File: config.mk
export PLATFORM = sky130hd
export DESIGN_NAME = nbp_post
export DESIGN_NICKNAME = d
export VERILOG_FILES = /design/src/nbp_pkg.sv /design/src/nbp_post.sv
export SDC_FILE = /design/constraint.sdc
export NUM_CORES = 2
export LEC_CHECK = 0
export BUFFER_PORTS_ARGS = -buffer_cell sky130_fd_sc_hd__buf_2
export CORE_UTILIZATION = 35
export CTS_BUF_LIST = sky130_fd_sc_hd__clkbuf_16
export CTS_CLUSTER_DIAMETER = 60
export CTS_CLUSTER_SIZE = 10
export DETAILED_ROUTE_END_ITERATION = 7
export GPL_TIMING_DRIVEN = 0
export PLACE_DENSITY = 0.59
export SETUP_SLACK_MARGIN = 0.05
export SLEW_MARGIN = 20
export SYNTH_ARGS = -nofsm -noshare
export SYNTH_HDL_FRONTEND = slang
export SYNTH_SLANG_ARGS = --single-unit
File: constraint.sdc
create_clock -name clk -period 4.92 [get_ports clk]
set_input_delay 0.984 -clock clk [delete_from_list [all_inputs] [get_ports clk]]
set_output_delay 0.984 -clock clk [all_outputs]
set_load 0.03 [all_outputs]
File: src/nbp_pkg.sv
// ============================================================================
// nbp_pkg: shared constants, types and tables of the naive Bayes posterior
// Widths, pipeline depths, register indexes and the exponent table.
// ============================================================================
package nbp_pkg;

    localparam int PROB_BITS           = 16;
    localparam int VALUE_FRACTION_BITS = 4;
    localparam int EXP_TABLE_DEPTH     = 256;
    localparam int TAYLOR_TERMS        = 12;

    localparam int CAT_W     = 2;
    localparam int IN_VAL_W  = 11;
    localparam int VAL_W     = 16;
    localparam int D2_W      = 2 * VAL_W;
    localparam int EXP_Q_BITS = 12;
    localparam int EXP_SHIFT = 8 - (VALUE_FRACTION_BITS + 1);
    localparam int EXP_N_W   = D2_W + EXP_SHIFT;
    localparam int EREM_W    = VAL_W + EXP_Q_BITS;
    localparam int EXP_IDX_W = $clog2(EXP_TABLE_DEPTH);
    localparam int E_W       = 33;

    localparam int ISQ_DIV_STEPS = 32 + VALUE_FRACTION_BITS + 1;
    localparam int SQRT_STEPS    = (ISQ_DIV_STEPS + 1) / 2;
    localparam int ISQ_W         = SQRT_STEPS;
    localparam int SQ_W          = 2 * SQRT_STEPS;
    localparam int SREM_W        = ISQ_W + 2;
    localparam int ISQ_LAT       = ISQ_DIV_STEPS + SQRT_STEPS;

    localparam int E_STAGE  = EXP_Q_BITS + 3;
    localparam int E_DLY    = ISQ_LAT - (E_STAGE + 1);
    localparam int A_DLY    = ISQ_LAT - 2;
    localparam int NUM_W    = PROB_BITS + ISQ_W;
    localparam int DEN_W    = NUM_W + 1;
    localparam int POST_STEPS = PROB_BITS;
    localparam int TOTAL_LAT  = ISQ_LAT + 2 + POST_STEPS + 1;

    localparam int CFG_ADDR_W = 3;
    localparam int CFG_DATA_W = 64;

    localparam logic [CFG_ADDR_W-1:0] REG_CAT_NEG   = 3'd0;
    localparam logic [CFG_ADDR_W-1:0] REG_CAT_POS   = 3'd1;
    localparam logic [CFG_ADDR_W-1:0] REG_BIN_LH    = 3'd2;
    localparam logic [CFG_ADDR_W-1:0] REG_PRIORS    = 3'd3;
    localparam logic [CFG_ADDR_W-1:0] REG_MEANS     = 3'd4;
    localparam logic [CFG_ADDR_W-1:0] REG_VARIANCES = 3'd5;

    localparam logic [CAT_W-1:0] CAT_ONE   = 2'd1;
    localparam logic [CAT_W-1:0] CAT_TWO   = 2'd2;
    localparam logic [CAT_W-1:0] CAT_THREE = 2'd3;

    typedef logic [E_W-1:0] exp_rom_t [EXP_TABLE_DEPTH];

    // exp(-16*i/depth) in Q1.32, built by repeated multiplication with a
    // truncated Taylor approximation of one step.
    function automatic exp_rom_t build_exp_rom();
        logic [63:0] step_h;
        logic [63:0] term;
        logic [63:0] s;
        logic [63:0] acc;
        exp_rom_t    rom;
        step_h = (64'd1 << 36) / EXP_TABLE_DEPTH;
        term   = 64'd1 << 32;
        s      = term;
        for (int k = 1; k <= TAYLOR_TERMS; k++) begin
            term = ((term * step_h) >> 32) / 64'(k);
            if ((k % 2) == 1) begin
                s = s - term;
            end
            else begin
                s = s + term;
            end
        end
        acc    = 64'd1 << 32;
        rom[0] = acc[E_W-1:0];
        for (int i = 1; i < EXP_TABLE_DEPTH; i++) begin
            acc    = (acc * s) >> 32;
            rom[i] = acc[E_W-1:0];
        end
        return rom;
    endfunction

    localparam exp_rom_t EXP_ROM = build_exp_rom();

endpackage

File: src/nbp_post.sv
// ============================================================================
// nbp_post: normalization into two posteriors
// Sums the class products and divides each by the sum, one bit per stage.
// ============================================================================
module nbp_post import nbp_pkg::*; (
    input  logic                 clk,
    input  logic [NUM_W-1:0]     num_neg,
    input  logic [NUM_W-1:0]     num_pos,
    output logic [PROB_BITS-1:0] prob_neg,
    output logic [PROB_BITS-1:0] prob_pos,
    output logic                 pred_pos,
    output logic                 none
);

    logic [DEN_W-1:0] n_reg [2];
    logic [DEN_W-1:0] den_reg;
    logic             none_reg;

    logic [DEN_W-1:0]     rem_reg  [2][POST_STEPS];
    logic [PROB_BITS-1:0] q_reg    [2][POST_STEPS];
    logic                 sat_reg  [2][POST_STEPS];
    logic [DEN_W-1:0]     rem_next [2][POST_STEPS];
    logic [PROB_BITS-1:0] q_next   [2][POST_STEPS];
    logic                 sat_next [2][POST_STEPS];
    logic [DEN_W-1:0]     dden_reg  [POST_STEPS];
    logic                 dnone_reg [POST_STEPS];

    logic [PROB_BITS-1:0] pn_reg, pn_next, pp_reg, pp_next;
    logic                 none_out_reg;

    // A product equal to the sum would give one, which saturates.
    always_comb begin
        logic [DEN_W-1:0]     prem;
        logic [PROB_BITS-1:0] pq;
        logic                 psat;
        logic [DEN_W-1:0]     pden;
        logic [DEN_W:0]       sh;
        for (int c = 0; c < 2; c++) begin
            for (int j = 0; j < POST_STEPS; j++) begin
                prem = (j == 0) ? n_reg[c] : rem_reg[c][(j == 0) ? 0 : j - 1];
                pq   = (j == 0) ? '0 : q_reg[c][(j == 0) ? 0 : j - 1];
                psat = (j == 0) ? (n_reg[c] >= den_reg) : sat_reg[c][(j == 0) ? 0 : j - 1];
                pden = (j == 0) ? den_reg : dden_reg[(j == 0) ? 0 : j - 1];
                sh   = {prem, 1'b0};
                sat_next[c][j] = psat;
                if (sh >= {1'b0, pden}) begin
                    rem_next[c][j] = DEN_W'(sh - {1'b0, pden});
                    q_next[c][j]   = pq | (PROB_BITS'(1) << (PROB_BITS - 1 - j));
                end
                else begin
                    rem_next[c][j] = sh[DEN_W-1:0];
                    q_next[c][j]   = pq;
                end
            end
        end
    end

    assign pn_next = dnone_reg[POST_STEPS-1] ? '0 :
                     sat_reg[0][POST_STEPS-1] ? '1 : q_reg[0][POST_STEPS-1];
    assign pp_next = dnone_reg[POST_STEPS-1] ? '0 :
                     sat_reg[1][POST_STEPS-1] ? '1 : q_reg[1][POST_STEPS-1];

    always_ff @(posedge clk) begin
        n_reg[0] <= DEN_W'(num_neg);
        n_reg[1] <= DEN_W'(num_pos);
        den_reg  <= DEN_W'(num_neg) + DEN_W'(num_pos);
        none_reg <= (num_neg == '0) && (num_pos == '0);
        for (int c = 0; c < 2; c++) begin
            for (int j = 0; j < POST_STEPS; j++) begin
                rem_reg[c][j] <= rem_next[c][j];
                q_reg[c][j]   <= q_next[c][j];
                sat_reg[c][j] <= sat_next[c][j];
            end
        end
        dden_reg[0]  <= den_reg;
        dnone_reg[0] <= none_reg;
        for (int j = 1; j < POST_STEPS; j++) begin
            dden_reg[j]  <= dden_reg[j-1];
            dnone_reg[j] <= dnone_reg[j-1];
        end
        pn_reg       <= pn_next;
        pp_reg       <= pp_next;
        none_out_reg <= dnone_reg[POST_STEPS-1];
    end

    assign prob_neg = pn_reg;
    assign prob_pos = pp_reg;
    assign pred_pos = pp_reg[PROB_BITS-1];
    assign none     = none_out_reg;

endmodule

Word level (Yosys, flattened, before mapping)
Memories as Yosys holds them, arrays and structs flattened. Cells that the tools add are included.

Memories kept: 6. Bits in writable memories: 2358. Output and inout bits: 34. Register bits: 70. Logic and storage cells: 147. Input port bits: 71.

$add $sub $neg: 33. Reductions and logical operators: 3. Multiplexer cells: 66. Order comparisons: 34.

Memory list: rem_reg (words 2, bits a word 576, rd ports 2, clocked after Yosys merged registers in 0, write ports 2, RTL line nbp_post.sv:19) `logic [DEN_W-1:0] rem_reg [2][POST_STEPS];`; dden_reg (words 16, bits a word 36, rd ports 15, clocked after Yosys merged registers in 0, write ports 16, RTL line nbp_post.sv:25) `logic [DEN_W-1:0] dden_reg [POST_STEPS];`; q_reg (words 2, bits a word 256, rd ports 2, clocked after Yosys merged registers in 0, write ports 2, RTL line nbp_post.sv:20) `logic [PROB_BITS-1:0] q_reg [2][POST_STEPS];`; n_reg (words 2, bits a word 35, rd ports 2, clocked after Yosys merged registers in 0, write ports 2, RTL line nbp_post.sv:15) `logic [DEN_W-1:0] n_reg [2];`; sat_reg (words 2, bits a word 16, rd ports 2, clocked after Yosys merged registers in 0, write ports 2, RTL line nbp_post.sv:21) `logic sat_reg [2][POST_STEPS];`; dnone_reg (words 16, bits a word 1, rd ports 16, clocked after Yosys merged registers in 0, write ports 16, RTL line nbp_post.sv:26) `logic dnone_reg [POST_STEPS];`.

Operators with widths (number): 37-bit by 36-bit >= comparator with 1-bit output (32); 36-bit 2-to-1 mux (32); 36-bit subtractor (32); 36-bit >= comparator (2); 35-bit logical NOT (2); 16-bit 2-to-1 mux (4); 35-bit by 35-bit adder with 36-bit output (1); 15-bit 2-to-1 mux (2); 14-bit 2-to-1 mux (2); 13-bit 2-to-1 mux (2); 12-bit 2-to-1 mux (2); 11-bit 2-to-1 mux (2); 10-bit 2-to-1 mux (2); 9-bit 2-to-1 mux (2); 8-bit 2-to-1 mux (2); 7-bit 2-to-1 mux (2); 6-bit 2-to-1 mux (2); 5-bit 2-to-1 mux (2); 4-bit 2-to-1 mux (2); 3-bit 2-to-1 mux (2); 2-bit 2-to-1 mux (2); 1-bit 2-to-1 mux (2); 1-bit logical AND (1).

Logic depth before layout (Yosys ltp)
An unclocked memory read counts as a cell.

Depth in word-level cells: 3. Gate-level depth with buffers: 16. Mapped depth without buffers: 14.

Worst setup path before layout
No wires, ideal clock.

Path kind: input -> register. Start point: in num_neg[0]. End point: reg den_reg[32]. Arrival time: 3.539 ns. Library setup time: 0.119 ns. Path slack: 1.262 ns. Path buffers: 0. Required time: 4.801 ns. Cell stages on the path: 14. Cells stage by stage: ha_1 -> inv_1 -> fa_1 -> nor2b_1 -> o21a_1 -> o21ai_0 -> a21oi_1 -> a41oi_1 -> a211oi_1 -> nor2_1 -> o31ai_1 -> a221o_1 -> a21oi_1 -> xnor2_1.

Cells in the longest elaborated chain, start to end: 1.

Ends and longest elaborated chain: from (decl) (RTL line nbp_post.sv:7) `input logic [NUM_W-1:0] num_neg,`; 35-bit by 35-bit adder with 36-bit output (RTL line nbp_post.sv:66) `den_reg <= DEN_W'(num_neg) + DEN_W'(num_pos);`; to (signal assigned) (RTL line nbp_post.sv:66); to (decl) (RTL line nbp_post.sv:16) `logic [DEN_W-1:0] den_reg;`.

No other way between the ends. A chain may end at the register's enable or synchronous reset.

==> impl_metrics.csv <==
group,metric,value,unit
status,status,"finished, violations left",
status,violations,"design-rule violations",
timing,relSlewSlack,26.6,%
timing,skew,65.2,ps
cts,clk_pin_slew_worst_paths,60,ps
critical_path,worstPathArrival,5530,ps
drt,via_count,95300,
critical_path,critPathCaptureType,"flop",
die,core_area,325000,µm²
critical_path,cp-startpoint,"dden_reg[1][181]$_DFF_P_",
cts,cts_tree,"yes",
die,top_level_ports,105,
drt,vias_per_cell,5.35,
hold_path,hold_path_class,"flop to flop",
drt,wl_per_cell,21.0,µm
drt,first_pass_iters,7,
logic_synthesis,avgSynthCellArea,8.76,µm²
timing,worst_pin_slew,1090,ps
timing,finalSetupViolCount,0,
critical_path,crit_end,"rem_reg[1][55]$_DFF_P_",
cts,clk_path_buf_depth,4,
grt,antenna_found_initial,15,
die,rows,209,
logic_synthesis,synthArstFlopShare,0,%
drt,drc,12,
timing,hold_viol,0,
timing,whs,272,ps
cts,h-tree-depth,5,
final_layout,area_growth,12.0,%
grt,grt_pass1_vias,89900,
final_layout,largest_reg_flops,1080,
grt,grt_use_total,21.8,%
logic_synthesis,ys_types,109,
logic_synthesis,ys_seq_area_share,36.5,%
job,drv_cap,0,
critical_path,crit_path_frequent_cell,"a21oi_1",
critical_path,cp_cell_sequence,"inv_1 -> ha_1 -> nand2b_1 -> a21oi_1 -> nor3_1 -> o311ai_2 -> o211ai_1 -> a31oi_1 -> o41ai_2 -> o21bai_1 -> a21oi_1 -> buf_2 -> buf_4 -> nand2_1 -> o21ai_0",
logic_synthesis,ys_seq_elements,2080,
grt,busiest_layer,"met2",
critical_path,crit_required,5660,ps
logic_synthesis,synth_edf_count,0,
critical_path,critPathLaunchType,"flop",
grt,grt_use_met2,35.5,%
final_layout,final_cell_area,128000,µm²
final_layout,final_layout_size_suffix_gt1_share,6.71,%
critical_path,ff2ff_path_depth,15,
critical_path,r2r-end,"rem_reg[1][55]$_DFF_P_",
final_layout,nNetsFinal,14800,
placed_design,io_buffers,104,
timing,fmax,209,MHz
cts,numCtsBuffers,267,
timing,rsz0062_at_grt,"no",
die,die_w,573,µm
critical_path,cp_max_fo,10,
logic_synthesis,yosysWarningCount,0,
timing,fin_crit,4790,ps
grt,grt.met3_usage,3.21,%
timing,finalMaxSlewViolations,0,
timing,post-route-period-util,97.4,%
logic_synthesis,synthCells,13000,
die,dieHeight,573,µm
grt,grt_util_met1,29.5,%
die,initial_core_util,35.2,%
logic_synthesis,syn_nets,14400,
cts,insertion_delay,850,ps
critical_path,cpPeakStageDelay,590,ps
cts,clock_sinks,2080,
drt,antenna_left,0,
logic_synthesis,netlist_area,114000,µm²
final_layout,fillerInstances,32800,
die,die_area,329000,µm²
logic_synthesis,synth_flop_cell,"dfxtp_1",
placed_design,place_area,120000,µm²
placed_design,place.gp.congestion,0.961,
drt,routed_wl,373000,µm
cts,cts_root_buffer,"clkbuf_16",
grt,grt_max_degree,12,
grt,grt_overflow,0,
critical_path,r2r_slack,130,ps
critical_path,cp_slowest_cell,"dfxtp_1",
placed_design,place.detailed.hpwl,309000,µm
critical_path,r2r-start,"dden_reg[1][181]$_DFF_P_",
drt,first_iter_violations,7954,
grt,grt_pass1_wl,553000,µm
critical_path,path_class,"flop to flop",
## cell usage after synthesis, types with 24 or more instances
| master | number | share of area [%] |
|---|---|---|
| o22ai_1 | 24 | 0.13 |
| and2_1 | 71 | 0.39 |
| clkbuf_1 | 245 | 0.81 |
| nand2b_1 | 175 | 0.96 |
| or2_2 | 26 | 0.14 |
| o21ai_1 | 39 | 0.17 |
| inv_1 | 846 | 2.8 |
| nor2_1 | 947 | 3.1 |
| o31ai_1 | 67 | 0.44 |
| xor2_1 | 434 | 3.3 |
| o31a_1 | 42 | 0.32 |
| o21a_1 | 192 | 1.3 |
| buf_2 | 93 | 0.41 |
| and3_1 | 117 | 0.64 |
| o211ai_1 | 55 | 0.36 |
| nor4_1 | 46 | 0.25 |
| dfxtp_1 | 2080 | 36 |
| nor2b_1 | 180 | 0.99 |
| a31o_2 | 25 | 0.19 |
| a21oi_1 | 1341 | 5.9 |
| or3_1 | 37 | 0.20 |
| a31oi_1 | 113 | 0.62 |
| mux2_2 | 216 | 2.1 |
| nor3_1 | 145 | 0.64 |
| ha_1 | 1255 | 14 |
| nand4_1 | 217 | 1.2 |
| a211oi_1 | 79 | 0.52 |
| o21bai_1 | 131 | 0.86 |
| nand2_1 | 946 | 3.1 |
| fa_1 | 31 | 0.54 |
| a22o_1 | 24 | 0.18 |
| o21ai_0 | 937 | 4.1 |
| xnor2_1 | 514 | 3.9 |
| a21o_1 | 640 | 4.2 |
| nand3_1 | 217 | 0.95 |
## final cells by class
cell class              count  area, µm²  area share [%]
inverters                 847       3180            2.49
multi-input cells        9739      67900            53.1
clock buffers             277       6930            5.42
clock inverters            61        666           0.520
flip-flops and latches   2080      41600            32.6
repair buffers            107        543           0.425
diodes                      5       12.5         0.00978
plain buffers             368       1580            1.24
well taps                4325       5410            4.23
## worst max-delay path: cells and delay by family, from the launching register on
family | cells | cell delay [ps]
buffers and inverters | 3 | 820
flip-flops | 1 | 590
AND/OR/NAND/NOR | 3 | 500
adder cells (fa/ha/maj) | 1 | 320
AO/OA/AOI/OAI | 8 | 2430
## layer usage
| layer | up-vias | wire length (µm) |
|---|---|---|
| li1 | 46900 | - |
| met1 | 44600 | 169000 |
| met2 | 3151 | 167000 |
| met3 | 633 | 24500 |
| met4 | 6 | 12400 |
| met5 | - | 40 |
## per-stage QoR
stage / instances / setup WS [ps] / TNS (ps) / util, %
CTS: 17800 / 64.0 / 0 / 39.4
global route: 17800 / 39.1 / 0 / 39.4
global placement: 17500 / -324 / -5670 / 37.0
finish: 17800 / 129 / 0 / 39.4
floorplan: 13000 / 1260 / 0 / -
detailed placement: 17500 / -348 / -5650 / 37.0
## cells by family after synthesis
kind of cell	count (synthesis)	share of synthesized area [%]
muxes	238	2.34
and+or+nand+nor	3234	13.4
buffers and inverters	1215	4.16
xor gates and xnor gates	948	7.27
DFF	2080	36.5
adders and majority gates	1286	14.3
AOI/OAI and AO/OA	4033	22.1
## worst min-delay path by stage
stage,from,to,slack [ps],cells past startpoint
after floorplan,none_reg$_DFF_P_,dnone_reg[0][0]$_DFF_P_,310,0
after global placement,sat_reg[1][3]$_DFF_P_,sat_reg[1][2]$_DFF_P_,310,0
after detailed placement,dnone_reg[2][1]$_DFF_P_,dnone_reg[3][0]$_DFF_P_,310,0
after global routing,num_neg[20],n_reg[0][20]$_DFF_P_,260,1
after CTS,num_neg[20],n_reg[0][20]$_DFF_P_,240,1
final,q_reg[1][172]$_DFF_P_,q_reg[1][156]$_DFF_P_,270,0
## timing repair
item | CTS | global route
hold buffers | 0 | 0
gates cloned | 0 | 0
endpoints found under the setup margin | 44 | 166
resized for setup | 3 | 25
pin swaps | 1 | 1
buffers inserted | 2 | 1
## placed cells by master, fill, tap and decap left out, types with 71 or more instances in the layout
| cell type | n |
|---|---|
| nor2b_1 | 180 |
| o21ai_0 | 937 |
| mux2_2 | 216 |
| a21oi_1 | 1339 |
| nand4_1 | 217 |
| nor2_1 | 947 |
| o21bai_1 | 131 |
| xnor2_1 | 514 |
| clkbuf_1 | 237 |
| dfxtp_1 | 2080 |
| buf_2 | 197 |
| clkbuf_16 | 277 |
| inv_1 | 858 |
| a211oi_1 | 78 |
| xor2_1 | 434 |
| a31oi_1 | 113 |
| nor3_1 | 144 |
| and2_1 | 71 |
| a21o_1 | 640 |
| and3_1 | 117 |
| nand3_1 | 217 |
| nand2b_1 | 175 |
| o21a_1 | 192 |
| nand2_1 | 946 |
| ha_1 | 1255 |
Power is not shown: default switching activity piles up to over one toggle a cycle in this logic, so the estimate is an artifact.
